===== config.mk =====
export PLATFORM = sky130hd
export DESIGN_NAME = dcf77_pulse_frame_decoder
export DESIGN_NICKNAME = d
export VERILOG_FILES = /design/src/sv/dcfd_pkg.sv /design/src/sv/dcfd_ram.sv /design/src/sv/dcf77_pulse_frame_decoder.sv
export SDC_FILE = /design/constraint.sdc
export NUM_CORES = 1
export LEC_CHECK = 0
export ABC_AREA = 1
export BUFFER_PORTS_ARGS = -buffer_cell sky130_fd_sc_hd__buf_2
export CAP_MARGIN = 20
export CORE_ASPECT_RATIO = 1.4
export CORE_MARGIN = 10
export CORE_UTILIZATION = 55
export DETAILED_ROUTE_END_ITERATION = 10
export PLACE_DENSITY = 0.72
export SLEW_MARGIN = 30
export SYNTH_ARGS = -nofsm -noshare
export SYNTH_HDL_FRONTEND = slang
export SYNTH_SLANG_ARGS = --single-unit

===== constraint.sdc =====
create_clock -name clk -period 9 [get_ports clk]
set_clock_uncertainty 0.05 [all_clocks]
set_input_delay 1.35 -clock clk [delete_from_list [all_inputs] [get_ports clk]]
set_output_delay 1.35 -clock clk [all_outputs]
set_load 0.01 [all_outputs]

===== src/sv/dcfd_pkg.sv =====
// Shared types, constants and helper functions for the DCF77 frame decoder.
// No dependencies; imported by dcf77_pulse_frame_decoder.
`default_nettype none
package dcfd_pkg;

	localparam int FRAME_SLOTS = 61;
	localparam int SLOT_W      = $clog2(FRAME_SLOTS);
	localparam int CFG_W       = 12;
	localparam int CFG_N       = 6;
	localparam int CFG_AW      = 3;
	localparam int TIME_W      = 32;
	localparam int SYM_W       = 2;
	localparam int EV_W        = 3;
	localparam int BCD_W       = 8;
	localparam int OUT_TDATA_W = 48;

	// register indexes
	typedef enum logic [CFG_AW-1:0] {
		REG_ZERO_MIN = 3'd0,
		REG_ZERO_MAX = 3'd1,
		REG_ONE_MIN  = 3'd2,
		REG_ONE_MAX  = 3'd3,
		REG_SYNC_MIN = 3'd4,
		REG_SYNC_MAX = 3'd5
	} reg_idx_t;

	localparam logic [CFG_W-1:0] ZERO_MIN_RST = 12'd80;
	localparam logic [CFG_W-1:0] ZERO_MAX_RST = 12'd130;
	localparam logic [CFG_W-1:0] ONE_MIN_RST  = 12'd180;
	localparam logic [CFG_W-1:0] ONE_MAX_RST  = 12'd230;
	localparam logic [CFG_W-1:0] SYNC_MIN_RST = 12'd1800;
	localparam logic [CFG_W-1:0] SYNC_MAX_RST = 12'd2200;

	typedef enum logic [SYM_W-1:0] {
		SYM_UNKNOWN = 2'd0,
		SYM_ZERO    = 2'd1,
		SYM_ONE     = 2'd2,
		SYM_SYNC    = 2'd3
	} sym_t;

	typedef enum logic [EV_W-1:0] {
		EV_UNCLASS = 3'd0,
		EV_BIT     = 3'd1,
		EV_VALID   = 3'd2,
		EV_REJECT  = 3'd3,
		EV_RISE    = 3'd4
	} ev_t;

	typedef enum logic [2:0] {
		ST_IDLE,
		ST_DIFF,
		ST_EVAL,
		ST_WALK,
		ST_TAIL,
		ST_FIN,
		ST_OUT
	} state_t;

	typedef enum logic [2:0] {
		FLD_NONE,
		FLD_MIN,
		FLD_HOUR,
		FLD_DAY,
		FLD_WDAY,
		FLD_MON,
		FLD_YEAR
	} fld_t;

	typedef struct packed {
		fld_t       fld;
		logic [2:0] k;
	} fld_sel_t;

	// special slots of the time code
	localparam logic [SLOT_W-1:0] SLOT_START  = SLOT_W'(0);
	localparam logic [SLOT_W-1:0] SLOT_ANT    = SLOT_W'(15);
	localparam logic [SLOT_W-1:0] SLOT_ZCHG   = SLOT_W'(16);
	localparam logic [SLOT_W-1:0] SLOT_CEST   = SLOT_W'(17);
	localparam logic [SLOT_W-1:0] SLOT_CET    = SLOT_W'(18);
	localparam logic [SLOT_W-1:0] SLOT_LEAP   = SLOT_W'(19);
	localparam logic [SLOT_W-1:0] SLOT_TSTART = SLOT_W'(20);
	localparam logic [SLOT_W-1:0] SLOT_MIN0   = SLOT_W'(21);
	localparam logic [SLOT_W-1:0] SLOT_PMIN   = SLOT_W'(28);
	localparam logic [SLOT_W-1:0] SLOT_HOUR0  = SLOT_W'(29);
	localparam logic [SLOT_W-1:0] SLOT_PHOUR  = SLOT_W'(35);
	localparam logic [SLOT_W-1:0] SLOT_DAY0   = SLOT_W'(36);
	localparam logic [SLOT_W-1:0] SLOT_WDAY0  = SLOT_W'(42);
	localparam logic [SLOT_W-1:0] SLOT_MON0   = SLOT_W'(45);
	localparam logic [SLOT_W-1:0] SLOT_YEAR0  = SLOT_W'(50);
	localparam logic [SLOT_W-1:0] SLOT_PDATE  = SLOT_W'(58);
	localparam logic [SLOT_W-1:0] MIN_SLOTS   = SLOT_W'(59);
	localparam logic [SLOT_W-1:0] SLOT_LAST   = SLOT_W'(FRAME_SLOTS - 1);

	typedef struct packed {
		logic       leap_pending;
		logic       zone_change;
		logic [1:0] zone;
		logic [1:0] status;
		logic [7:0] year;
		logic [4:0] month;
		logic [2:0] weekday;
		logic [5:0] day;
		logic [5:0] hour;
		logic [6:0] minute;
		logic       bit_value;
	} res_data_t;

	localparam int RES_W = $bits(res_data_t);

	localparam logic [1:0] ZONE_UNKNOWN = 2'd0;
	localparam logic [1:0] ZONE_CET     = 2'd1;
	localparam logic [1:0] ZONE_CEST    = 2'd2;
	localparam logic [1:0] STAT_NORMAL  = 2'd0;
	localparam logic [1:0] STAT_BACKUP  = 2'd1;
	localparam logic [1:0] STAT_ZONE    = 2'd2;

	function automatic logic [BCD_W-1:0] bcd_weight(input logic [2:0] k);
		logic [BCD_W-1:0] w;
		case (k)
			3'd0:    w = 8'd1;
			3'd1:    w = 8'd2;
			3'd2:    w = 8'd4;
			3'd3:    w = 8'd8;
			3'd4:    w = 8'd10;
			3'd5:    w = 8'd20;
			3'd6:    w = 8'd40;
			default: w = 8'd80;
		endcase
		return w;
	endfunction

	// which BCD field a slot feeds and its digit weight position
	function automatic fld_sel_t slot_field(input logic [SLOT_W-1:0] idx);
		fld_sel_t         r;
		logic [SLOT_W-1:0] base;
		r.fld = FLD_NONE;
		base  = SLOT_START;
		if (idx >= SLOT_MIN0 && idx < SLOT_PMIN) begin
			r.fld = FLD_MIN;
			base  = SLOT_MIN0;
		end else if (idx >= SLOT_HOUR0 && idx < SLOT_PHOUR) begin
			r.fld = FLD_HOUR;
			base  = SLOT_HOUR0;
		end else if (idx >= SLOT_DAY0 && idx < SLOT_WDAY0) begin
			r.fld = FLD_DAY;
			base  = SLOT_DAY0;
		end else if (idx >= SLOT_WDAY0 && idx < SLOT_MON0) begin
			r.fld = FLD_WDAY;
			base  = SLOT_WDAY0;
		end else if (idx >= SLOT_MON0 && idx < SLOT_YEAR0) begin
			r.fld = FLD_MON;
			base  = SLOT_MON0;
		end else if (idx >= SLOT_YEAR0 && idx < SLOT_PDATE) begin
			r.fld = FLD_YEAR;
			base  = SLOT_YEAR0;
		end
		r.k = 3'(idx - base);
		return r;
	endfunction

	// open window test: lo < d < hi
	function automatic logic in_window(input logic [TIME_W-1:0] d,
			input logic [CFG_W-1:0] lo, input logic [CFG_W-1:0] hi);
		return (d > TIME_W'(lo)) && (d < TIME_W'(hi));
	endfunction

endpackage
`default_nettype wire


===== src/sv/dcfd_ram.sv =====
// Generic simple dual-port RAM: one write port, one read port, registered read.
// No dependencies.
`default_nettype none
module dcfd_ram #(
	parameter int WIDTH = 8,
	parameter int DEPTH = 64,
	localparam int AW   = $clog2(DEPTH)
) (
	input  wire logic             clk,
	input  wire logic             we,
	input  wire logic [AW-1:0]    waddr,
	input  wire logic [WIDTH-1:0] wdata,
	input  wire logic [AW-1:0]    raddr,
	output logic      [WIDTH-1:0] rdata
);

	logic [WIDTH-1:0] mem_q [DEPTH];

	always_ff @(posedge clk) begin
		if (we) begin
			mem_q[waddr] <= wdata;
		end
		rdata <= mem_q[raddr];
	end

endmodule
`default_nettype wire


===== src/sv/dcf77_pulse_frame_decoder.sv =====
// DCF77 time code decoder top level: edge stream in, one result beat per edge out.
// Depends on dcfd_pkg and dcfd_ram.
`default_nettype none
// Each input beat is one receiver edge: tuser says rising (1) or falling (0),
// tdata carries its millisecond timestamp. Every edge yields exactly one
// result beat. A falling edge measures the pulse width from the last rising
// edge and, if it falls strictly inside the zero or one window, writes that
// symbol into the current slot of a 61-entry symbol RAM; the slot index then
// advances and saturates at the last slot. A rising edge whose gap to the
// previous rising edge lies strictly inside the sync window is the minute
// marker: it writes a sync symbol, rewinds the slot index and walks slots
// 0..58 through the RAM's single read port, one slot per cycle, to check the
// start, time-start and parity bits and accumulate the BCD fields through one
// shared 8-bit adder. A falling edge or a plain rising edge passes through the
// DIFF, EVAL and OUT states; a minute marker also passes through WALK, TAIL
// and FIN, with WALK issuing the 59-slot walk. The input is not ready while an edge is
// being processed; a finished result sits in the output register, so the
// next edge may be accepted while it waits. The symbol store reads as
// unknown after reset through per-slot valid flops, so no clearing pass is
// needed. Configuration registers are 12-bit millisecond thresholds written
// through cfg_we/cfg_addr/cfg_data; the user must write them only while the
// block is idle, which the block itself does not enforce; indexes 6 and 7 are ignored.
module dcf77_pulse_frame_decoder (
	input  wire logic                            clk,
	input  wire logic                            arst_n,
	// configuration
	input  wire logic                            cfg_we,
	input  wire logic [dcfd_pkg::CFG_AW-1:0]     cfg_addr,
	input  wire logic [dcfd_pkg::CFG_W-1:0]      cfg_data,
	// edge stream
	input  wire logic                            s_tvalid,
	output logic                                 s_tready,
	input  wire logic [dcfd_pkg::TIME_W-1:0]     s_tdata,  // [31:0] time_ms
	input  wire logic                            s_tuser,  // [0] edge_rising
	// result stream
	output logic                                 m_tvalid,
	input  wire logic                            m_tready,
	// [0] bit_value, [7:1] minute, [13:8] hour, [19:14] day, [22:20] weekday,
	// [27:23] month, [35:28] year, [37:36] status, [39:38] zone,
	// [40] zone_change, [41] leap_pending, [47:42] zero
	output logic [dcfd_pkg::OUT_TDATA_W-1:0]     m_tdata,
	output logic [dcfd_pkg::EV_W-1:0]            m_tuser   // [2:0] event_res
);

	import dcfd_pkg::*;

	// control
	state_t                 state_q, state_d;
	logic                   primed_q;
	logic [SLOT_W-1:0]      slot_q;
	logic [FRAME_SLOTS-1:0] valid_q;
	logic                   m_tvalid_q;

	// configuration
	logic [CFG_W-1:0]       cfg_q [CFG_N];

	// edge under work
	logic                   rise_q;
	logic [TIME_W-1:0]      time_q;
	logic [TIME_W-1:0]      last_rise_q;
	logic [TIME_W-1:0]      diff_q;

	// frame walk
	logic [SLOT_W-1:0]      walk_q;
	logic                   vld_s1;
	logic [SLOT_W-1:0]      idx_s1;
	logic                   vbit_s1;
	logic                   long_q;
	logic                   ok_q;
	logic [2:0]             par_q;
	logic                   ant_zero_q;
	logic                   zchg_q;
	logic                   s17_one_q, s17_zero_q;
	logic                   s18_one_q, s18_zero_q;
	logic                   leap_q;
	logic [6:0]             min_q;
	logic [5:0]             hour_q;
	logic [5:0]             day_q;
	logic [2:0]             wday_q;
	logic [4:0]             mon_q;
	logic [7:0]             year_q;

	// results
	ev_t                    res_ev_q, m_ev_q;
	res_data_t              res_q, m_data_q;
	res_data_t              res_eval, res_fin;

	// decoded controls
	logic                   in_acc;
	logic                   out_free;
	logic                   is_sync;
	logic                   zero_hit, one_hit;
	logic                   ram_we;
	logic [SYM_W-1:0]       ram_wdata;
	logic [SYM_W-1:0]       ram_rdata;
	sym_t                   sym_s1;
	logic                   one_s1, zero_s1;
	fld_sel_t               fsel;
	logic [BCD_W-1:0]       acc_cur, acc_sum;
	logic                   frame_ok;
	logic                   zone_cet, zone_cest;

	assign in_acc   = s_tvalid && s_tready;
	assign out_free = !m_tvalid_q || m_tready;

	// ---------------------------------------------------------------- next state
	always_comb begin
		state_d = state_q;
		case (state_q)
			ST_IDLE: begin
				if (s_tvalid) state_d = ST_DIFF;
			end
			ST_DIFF: state_d = ST_EVAL;
			ST_EVAL: begin
				if (rise_q && is_sync) state_d = ST_WALK;
				else                   state_d = ST_OUT;
			end
			ST_WALK: begin
				if (walk_q == SLOT_PDATE) state_d = ST_TAIL;
			end
			ST_TAIL: state_d = ST_FIN;
			ST_FIN:  state_d = ST_OUT;
			ST_OUT: begin
				if (out_free) state_d = ST_IDLE;
			end
			default: state_d = ST_IDLE;
		endcase
	end

	// ---------------------------------------------------------------- controls
	always_comb begin
		s_tready  = 1'b0;
		ram_we    = 1'b0;
		ram_wdata = SYM_UNKNOWN;
		case (state_q)
			ST_IDLE: s_tready = 1'b1;
			ST_EVAL: begin
				if (!rise_q) begin
					// one wins when both windows overlap
					ram_we    = zero_hit || one_hit;
					ram_wdata = one_hit ? SYM_ONE : SYM_ZERO;
				end else if (is_sync) begin
					ram_we    = 1'b1;
					ram_wdata = SYM_SYNC;
				end
			end
			default: begin
				s_tready = 1'b0;
			end
		endcase
	end

	// shared window compare against the registered width or gap
	assign zero_hit = in_window(diff_q, cfg_q[REG_ZERO_MIN], cfg_q[REG_ZERO_MAX]);
	assign one_hit  = in_window(diff_q, cfg_q[REG_ONE_MIN], cfg_q[REG_ONE_MAX]);
	assign is_sync  = in_window(diff_q, cfg_q[REG_SYNC_MIN], cfg_q[REG_SYNC_MAX]);

	// ---------------------------------------------------------------- symbol RAM
	dcfd_ram #(
		.WIDTH (SYM_W),
		.DEPTH (FRAME_SLOTS)
	) u_sym_ram (
		.clk   (clk),
		.we    (ram_we),
		.waddr (slot_q),
		.wdata (ram_wdata),
		.raddr (walk_q),
		.rdata (ram_rdata)
	);

	// never-written slots read as unknown
	assign sym_s1  = vbit_s1 ? sym_t'(ram_rdata) : SYM_UNKNOWN;
	assign one_s1  = (sym_s1 == SYM_ONE);
	assign zero_s1 = (sym_s1 == SYM_ZERO);

	// shared BCD adder: add the digit weight into the field the slot feeds
	assign fsel = slot_field(idx_s1);
	always_comb begin
		case (fsel.fld)
			FLD_MIN:  acc_cur = BCD_W'(min_q);
			FLD_HOUR: acc_cur = BCD_W'(hour_q);
			FLD_DAY:  acc_cur = BCD_W'(day_q);
			FLD_WDAY: acc_cur = BCD_W'(wday_q);
			FLD_MON:  acc_cur = BCD_W'(mon_q);
			FLD_YEAR: acc_cur = year_q;
			default:  acc_cur = '0;
		endcase
	end
	assign acc_sum = acc_cur + bcd_weight(fsel.k);

	assign frame_ok  = ok_q && long_q && (par_q == 3'b000);
	assign zone_cet  = s17_zero_q && s18_one_q;
	assign zone_cest = s17_one_q && s18_zero_q;

	// result words: one for a short edge, one for the end of a frame walk
	always_comb begin
		res_eval           = '0;
		res_eval.bit_value = !rise_q && one_hit;
		res_fin            = '0;
		if (frame_ok) begin
			res_fin.minute       = min_q;
			res_fin.hour         = hour_q;
			res_fin.day          = day_q;
			res_fin.weekday      = wday_q;
			res_fin.month        = mon_q;
			res_fin.year         = year_q;
			res_fin.zone_change  = zchg_q;
			res_fin.leap_pending = leap_q;
			if (zone_cet) begin
				res_fin.zone   = ZONE_CET;
				res_fin.status = ant_zero_q ? STAT_NORMAL : STAT_BACKUP;
			end else if (zone_cest) begin
				res_fin.zone   = ZONE_CEST;
				res_fin.status = ant_zero_q ? STAT_NORMAL : STAT_BACKUP;
			end else begin
				res_fin.zone   = ZONE_UNKNOWN;
				res_fin.status = STAT_ZONE;
			end
		end
	end

	// ---------------------------------------------------------------- control regs
	always_ff @(posedge clk or negedge arst_n) begin
		if (!arst_n) begin
			state_q    <= ST_IDLE;
			primed_q   <= 1'b0;
			slot_q     <= '0;
			valid_q    <= '0;
			m_tvalid_q <= 1'b0;
			vld_s1     <= 1'b0;
			last_rise_q <= '0;
			cfg_q[REG_ZERO_MIN] <= ZERO_MIN_RST;
			cfg_q[REG_ZERO_MAX] <= ZERO_MAX_RST;
			cfg_q[REG_ONE_MIN]  <= ONE_MIN_RST;
			cfg_q[REG_ONE_MAX]  <= ONE_MAX_RST;
			cfg_q[REG_SYNC_MIN] <= SYNC_MIN_RST;
			cfg_q[REG_SYNC_MAX] <= SYNC_MAX_RST;
		end else begin
			state_q <= state_d;
			vld_s1  <= (state_q == ST_WALK);

			if (cfg_we && cfg_addr < CFG_AW'(CFG_N)) begin
				cfg_q[cfg_addr] <= cfg_data;
			end

			// first edge measures from itself
			if (in_acc && !primed_q) begin
				last_rise_q <= s_tdata;
				primed_q    <= 1'b1;
			end

			if (ram_we) begin
				valid_q[slot_q] <= 1'b1;
			end

			if (state_q == ST_EVAL) begin
				if (!rise_q) begin
					if (slot_q != SLOT_LAST) slot_q <= slot_q + SLOT_W'(1);
				end else begin
					last_rise_q <= time_q;
					if (is_sync) slot_q <= '0;
				end
			end

			// output register: load when the result is ready and the slot is free
			if (state_q == ST_OUT && out_free) m_tvalid_q <= 1'b1;
			else if (m_tready)                 m_tvalid_q <= 1'b0;
		end
	end

	// ---------------------------------------------------------------- datapath
	always_ff @(posedge clk) begin
		if (in_acc) begin
			rise_q <= s_tuser;
			time_q <= s_tdata;
		end

		if (state_q == ST_DIFF) begin
			diff_q <= time_q - last_rise_q;
		end

		if (state_q == ST_EVAL) begin
			res_q    <= res_eval;
			long_q   <= (slot_q >= MIN_SLOTS);
			walk_q   <= '0;
			ok_q     <= 1'b1;
			par_q    <= '0;
			min_q    <= '0;
			hour_q   <= '0;
			day_q    <= '0;
			wday_q   <= '0;
			mon_q    <= '0;
			year_q   <= '0;
			if (!rise_q) begin
				res_ev_q <= (zero_hit || one_hit) ? EV_BIT : EV_UNCLASS;
			end else begin
				res_ev_q <= EV_RISE;
			end
		end

		// issue one read a cycle
		if (state_q == ST_WALK) begin
			idx_s1  <= walk_q;
			vbit_s1 <= valid_q[walk_q];
			walk_q  <= walk_q + SLOT_W'(1);
		end

		// check and accumulate the slot whose symbol just came back
		if (vld_s1) begin
			if (idx_s1 == SLOT_START && !zero_s1)  ok_q <= 1'b0;
			if (idx_s1 == SLOT_TSTART && !one_s1)  ok_q <= 1'b0;
			if (idx_s1 == SLOT_ANT)  ant_zero_q <= zero_s1;
			if (idx_s1 == SLOT_ZCHG) zchg_q <= one_s1;
			if (idx_s1 == SLOT_CEST) begin
				s17_one_q  <= one_s1;
				s17_zero_q <= zero_s1;
			end
			if (idx_s1 == SLOT_CET) begin
				s18_one_q  <= one_s1;
				s18_zero_q <= zero_s1;
			end
			if (idx_s1 == SLOT_LEAP) leap_q <= one_s1;

			if (one_s1) begin
				if (idx_s1 >= SLOT_MIN0 && idx_s1 <= SLOT_PMIN)        par_q[0] <= !par_q[0];
				else if (idx_s1 >= SLOT_HOUR0 && idx_s1 <= SLOT_PHOUR) par_q[1] <= !par_q[1];
				else if (idx_s1 >= SLOT_DAY0 && idx_s1 <= SLOT_PDATE)  par_q[2] <= !par_q[2];

				case (fsel.fld)
					FLD_MIN:  min_q  <= acc_sum[6:0];
					FLD_HOUR: hour_q <= acc_sum[5:0];
					FLD_DAY:  day_q  <= acc_sum[5:0];
					FLD_WDAY: wday_q <= acc_sum[2:0];
					FLD_MON:  mon_q  <= acc_sum[4:0];
					FLD_YEAR: year_q <= acc_sum;
					default:  ;
				endcase
			end
		end

		// frame verdict
		if (state_q == ST_FIN) begin
			res_q    <= res_fin;
			res_ev_q <= frame_ok ? EV_VALID : EV_REJECT;
		end

		if (state_q == ST_OUT && out_free) begin
			m_ev_q   <= res_ev_q;
			m_data_q <= res_q;
		end
	end

	assign m_tvalid = m_tvalid_q;
	assign m_tuser  = m_ev_q;
	assign m_tdata  = {(OUT_TDATA_W - RES_W)'(0), m_data_q};

endmodule
`default_nettype wire

# ---- Word level (Yosys, flattened, before mapping)
# Memories as Yosys holds them, arrays and structs flattened. A register that Yosys moved wholly into a read port is not among the register bits.
# Cells that the tools add are included.
dict set report word_totals {
  reg_bits 392
  ramBits 122
  inputBits 53
  output_inout_bits 53
  mem_count 1
}
dict set report classes {
  addsub 5
  n_lt_le_gt_ge 28
  n_eq_ne 32
  mux 94
  n_bitwise 2
  n_reduce_logical 51
}
# memory depth word_bits rd rd_ports_with_merged_regs write_ports line_no
set memory_table {}
lappend memory_table {u_sym_ram.mem_q 61 2 1 1 1 dcfd_ram.sv:17} ;# logic [WIDTH-1:0] mem_q [DEPTH];
# operator n
set op_table {}
lappend op_table {{> comparator 32 x 12 -> 1 bit} 3}
lappend op_table {{less-than comparator 32 x 12 -> 1 bit} 3}
lappend op_table {{two-way mux 32 bit} 3}
lappend op_table {{two-way mux 42 bit} 2}
lappend op_table {{two-way mux 6 bit} 13}
lappend op_table {{two-way mux 3 bit} 25}
lappend op_table {{bitwise mux 72 bit} 1}
lappend op_table {{bitwise OR 61 bit} 1}
lappend op_table {{one-hot mux 7 bit (7 select lines)} 1}
lappend op_table {{one-hot mux 8 bit (6 select lines)} 1}
lappend op_table {{two-way mux 41 bit} 1}
lappend op_table {{demux 12 bit (select 3 bit)} 1}
lappend op_table {{two-way mux 8 bit} 4}
lappend op_table {{subtractor 32 bit} 1}
lappend op_table {{equality test 6 x 5 -> 1 bit (second input constant)} 5}
lappend op_table {{greater-or-equal comparator 6 bit (second input constant)} 5}
lappend op_table {{less-than comparator 6 bit (second input constant)} 5}
lappend op_table {{two-way mux 7 bit} 4}
lappend op_table {{equality test 3 bit (second input constant)} 9}
lappend op_table {{logical AND 1 bit} 26}
lappend op_table {{two-way mux 1 bit} 21}
lappend op_table {{one-hot mux 3 bit (7 select lines)} 1}
lappend op_table {{two-way mux 5 bit} 4}
lappend op_table {{equality test 3 x 2 -> 1 bit (second input constant)} 6}
lappend op_table {{33 further kinds} 66}

# ---- Depth between registers and ports, before layout
dict set report logic_depth {
  depth_word 15
  depth_mapped 31
  ltp_nobuf 30
}

# ---- Hierarchy
# Synthesis repeated with hierarchy kept, for this count alone.
dict set report unflattened {
  hier_cells 2789
  hier_area_um2 25444.4
}
# mod n_inst cells_per_inst area_each_um2 seq_area_each_um2
set by_module_without_submodules {}
lappend by_module_without_submodules {dcf77_pulse_frame_decoder 1 2270 19982.9 10511.3}
lappend by_module_without_submodules {dcfd_ram 1 519 5461.5 3703.6}

# ---- Worst setup path after synthesis
# OpenSTA, ideal clock, no wires.
dict set report synth_timing {
  path_kind {input -> register}
  from {input port s_tvalid}
  to {register last_rise_q[1]}
  setup_time_ns 0.129
  arrival_ns 3.829
  required_ns 8.821
  path_slack_ns 4.992
  stages 6
  path_buffers 1
  path_cell_list {inv_1 -> nor2_1 -> nand2_1 -> clkbuf_1 -> o21ai_0 -> o21ai_0}
}
dict set report synth_via {
  elab_chain_cells 5
}
# item line_no
set synth_rtl {}
lappend synth_rtl {{start, declared} dcf77_pulse_frame_decoder.sv:31} ;# input wire logic s_tvalid,
lappend synth_rtl {{logical AND 1 bit *} dcf77_pulse_frame_decoder.sv:103} ;# assign in_acc = s_tvalid && s_tready;
lappend synth_rtl {{named net in_acc} dcf77_pulse_frame_decoder.sv:89} ;# logic in_acc;
lappend synth_rtl {{logical AND 1 bit *} dcf77_pulse_frame_decoder.sv:247} ;# if (in_acc && !primed_q) begin
lappend synth_rtl {{two-way mux 32 bit *} dcf77_pulse_frame_decoder.sv:247}
lappend synth_rtl {{two-way mux 32 bit} dcf77_pulse_frame_decoder.sv:257} ;# if (!rise_q) begin
lappend synth_rtl {{two-way mux 32 bit *} dcf77_pulse_frame_decoder.sv:256} ;# if (state_q == ST_EVAL) begin
lappend synth_rtl {{end signal, assigned} dcf77_pulse_frame_decoder.sv:248} ;# last_rise_q <= s_tdata;
lappend synth_rtl {{end signal, assigned} dcf77_pulse_frame_decoder.sv:260} ;# last_rise_q <= time_q;
lappend synth_rtl {{end, declared} dcf77_pulse_frame_decoder.sv:60} ;# logic [TIME_W-1:0] last_rise_q;
# The timed path passes the listed nets; every way through them passes the cells marked *.
# A chain may end at the register's enable or synchronous reset.

# ---- Worst setup path after layout
dict set report layout_timing {
  from {register idx_s1[1]}
  to {register year_q[7]}
}
dict set report layout_via {
  elab_chain_cells 15
}
# item line_no
set layout_rtl {}
lappend layout_rtl {{start, declared} dcf77_pulse_frame_decoder.sv:66} ;# logic [SLOT_W-1:0] idx_s1;
lappend layout_rtl {{start signal, assigned} dcf77_pulse_frame_decoder.sv:303} ;# idx_s1 <= walk_q;
lappend layout_rtl {{greater-or-equal comparator 6 bit or less-than comparator 6 bit (tied branches)} dcfd_pkg.sv:153} ;# end else if (idx >= SLOT_YEAR0 && idx < SLOT_PDATE) begin
lappend layout_rtl {{logical AND 1 bit} dcfd_pkg.sv:153}
lappend layout_rtl {{two-way mux 2 bit} dcfd_pkg.sv:153}
lappend layout_rtl {{two-way mux 3 bit} dcfd_pkg.sv:150} ;# end else if (idx >= SLOT_MON0 && idx < SLOT_YEAR0) begin
lappend layout_rtl {{two-way mux 3 bit} dcfd_pkg.sv:147} ;# end else if (idx >= SLOT_WDAY0 && idx < SLOT_MON0) begin
lappend layout_rtl {{two-way mux 3 bit} dcfd_pkg.sv:144} ;# end else if (idx >= SLOT_DAY0 && idx < SLOT_WDAY0) begin
lappend layout_rtl {{two-way mux 3 bit} dcfd_pkg.sv:141} ;# end else if (idx >= SLOT_HOUR0 && idx < SLOT_PHOUR) begin
lappend layout_rtl {{two-way mux 3 bit} dcfd_pkg.sv:138} ;# if (idx >= SLOT_MIN0 && idx < SLOT_PMIN) begin
lappend layout_rtl {{subtractor 3 bit} dcfd_pkg.sv:157} ;# r.k = 3'(idx - base);
lappend layout_rtl {{equality test 3 bit (tied with other cells)} dcfd_pkg.sv:119} ;# case (k)
lappend layout_rtl {{one-hot mux 7 bit (7 select lines)} dcfd_pkg.sv:119}
lappend layout_rtl {{adder 8 bit} dcf77_pulse_frame_decoder.sv:189} ;# assign acc_sum = acc_cur + bcd_weight(fsel.k);
lappend layout_rtl {{two-way mux 8 bit *} dcf77_pulse_frame_decoder.sv:329} ;# case (fsel.fld)
lappend layout_rtl {{two-way mux 8 bit *} dcf77_pulse_frame_decoder.sv:324} ;# if (one_s1) begin
lappend layout_rtl {{two-way mux 8 bit *} dcf77_pulse_frame_decoder.sv:309} ;# if (vld_s1) begin
lappend layout_rtl {{end signal, assigned} dcf77_pulse_frame_decoder.sv:335} ;# FLD_YEAR: year_q <= acc_sum;
lappend layout_rtl {{end, declared} dcf77_pulse_frame_decoder.sv:81} ;# logic [7:0] year_q;
# Mark *: on every way between the ends. The rest lies on a longest branch, timed or not.

==> impl_metrics.ini <==
[cells_and_area]
mostFrequentLayoutCell = nand2_1
post-route-util = 0.616
postLayoutCellArea_sq_um = 28300
nets = 2983
layout_common_cells = nand2_1, inv_1, edfxtp_1
drive_gt1_frac = 0.0914
diodes = 0
area_growth_pct = 10.8

[synth]
syn_inst = 2758
yosys-mux-area-fraction = 0
synthAdderAreaFrac = 0.0572
synth_flop_cell = edfxtp_1
synth_seq_cells = 516
yosysSeqAreaShare = 0.556
async_reset_ff_frac = 0.343
yosysUniqueCellTypes = 56
synth_area_sq_um = 25600
postSynthAreaPerCell_sq_um = 9.27
synth_edf_count = 297
synth_xor_area_frac = 0.0113
synth_compound_area_frac = 0.123
yosys_warnings = 0
synth_top_family_by_area = simple AND/OR/NAND/NOR gates
synth-simple-area-share = 0.182

[drt]
antenna_left = 0
dr.pass1.iters = 5
dr_total_vias = 19663
vias_per_cell = 5.66
highest_layer = met4
route.met2.wl_um = 31000
wirelength_um = 61400
drc = 0
wl_met1_um = 25100
wl_per_cell_um = 17.7
initialDrtViolationCount = 1539
wl_met3_um = 3260

[setup_path]
critPathMaxFanout = 8
crit_family = simple AND/OR/NAND/NOR gates
cp_slowest_stage_delay_ns = 0.45
regToRegSetupSlack_ns = 4.67
path_class = reg -> reg
critical-path-slowest-cell = edfxtp_1
crit_required_ns = 9.42
arrival_ns = 4.76
crit_path_start_kind = flop
crit_top_cell = nand2_1
crit_buf_inv = 4
endpoint_kind = flop

[placed_design]
place_congestion = 0.939
dp_hpwl_um = 41500
place_area_sq_um = 26500
port_buffers = 99
place_ws_ns = 4.72

[clock_network]
cts_resized = 0
cts_buffers = 50
cts.sinks = 516
cts_tree = built
htree_levels = 2
path_clk_slew_ns = 0.07
clkLatencyLatePin_ns = 0.58
cts_setup_buffers = 0
max-clock-path-buffers = 3
cts-root-buf = clkbuf_16
holdBufCountCts = 0

[timing]
tns_ns = 0
setup_viol = 0
worst_slew_pin_slew_ns = 1.02
finalCriticalPeriod_ns = 4.33
relSlewSlack = 0.319
hold_violations = 0
setup_slack_ns = 4.67
timing.fmax_mhz = 231
maxSlewViolCount = 0
finalCritPeriodShare = 0.482
rsz0062_at_grt = no

[status]
status = complete, no violations

[die]
core_area_sq_um = 46000
die_area_sq_um = 55600
initial_core_util = 0.556
die_w_um = 202
die_y_um = 275
io-pin-count = 106
rows = 93

[grt]
grt.total_usage = 0.220
grt_max_degree = 108
grt_antenna_before_repair = 0
grt_pass1_wl_um = 100000
grt_pass1_vias = 19612
overflow = 0

[pwr]
ir_drop_mv = 0.173
p_per_area_nw_per_um2 = 295
p_total_uw = 8350
leakagePower_uw = 0.0119

[min_path]
hold_path_class = reg -> reg

[run]
max_cap_violations = 0
kinds of logic after synthesis:
family,count (synthesis)
buf+inv,457
xor+xnor,33
fa+ha+maj,115
simple gates,1076
other cells,1
flops,516
compound gates,560
routing by layer:
layer	up-vias	track usage
met1	9444	0.267
met3	136	0.0291
met5	-	0
li1	9450	-
met4	0	0.0828
met2	633	0.391
cell usage after synthesis, types with 39 or more instances:
| cell type | instances | area (sq um) |
|---|---|---|
| nand4_1 | 84 | 526 |
| o21ai_0 | 277 | 1390 |
| a21oi_1 | 132 | 661 |
| buf_2 | 39 | 195 |
| clkbuf_1 | 67 | 251 |
| ha_1 | 112 | 1400 |
| nand3_1 | 114 | 571 |
| inv_1 | 334 | 1250 |
| dfxtp_1 | 42 | 841 |
| dfrtp_1 | 156 | 3900 |
| nand2_1 | 543 | 2040 |
| nor2_1 | 273 | 1020 |
| edfxtp_1 | 297 | 8920 |
stage by stage:
step / cells / hold slack, ns
2_1_floorplan: 2763 / 0.350
3_3_place_gp: 3379 / 0.352
3_5_place_dp: 3380 / 0.355
4_1_cts: 3474 / 0.370
5_1_grt: 3474 / 0.378
6_report: 3474 / 0.371
final timing paths:
| path | from | end | depth (start not counted) |
|---|---|---|---|
| min in group asynchronous | arst_n | last_rise_q[18] | 1 |
| max in group asynchronous | arst_n | valid_q[22] | 2 |
| max reg2reg | idx_s1[1] | year_q[7] | 29 |
| max | idx_s1[1] | year_q[7] | 29 |
| min | res_q[13] | m_tdata[13] | 0 |
| min reg2reg | res_q[13] | m_tdata[13] | 0 |
report_power, final:
group	leakage (uW)	internal, uW	switching (uW)
combinational	0.00569	889	1890
sequential	0.00532	3090	237
clock	0.000865	1340	915
area by class of cell:
class / count / area [sq um]
clock buffers: 69 / 1420
clock inverters: 25 / 365
fillers: 3822 / 17600
inverters: 341 / 1280
multi-input cells: 1790 / 9620
flip-flops and latches: 516 / 14200
well taps: 617 / 772
repair buffers: 116 / 657
flip-flops by register name, indices dropped and copies added (netlist names), 7 cells and up:
signal	count
year_q	8
min_q	7
valid_q	61
time_q	32
m_tdata	42
cfg_q	72
last_rise_q	32
diff_q	32
u_sym_ram.mem_q	122
res_q	42
Power figures use the tool's default switching activity.
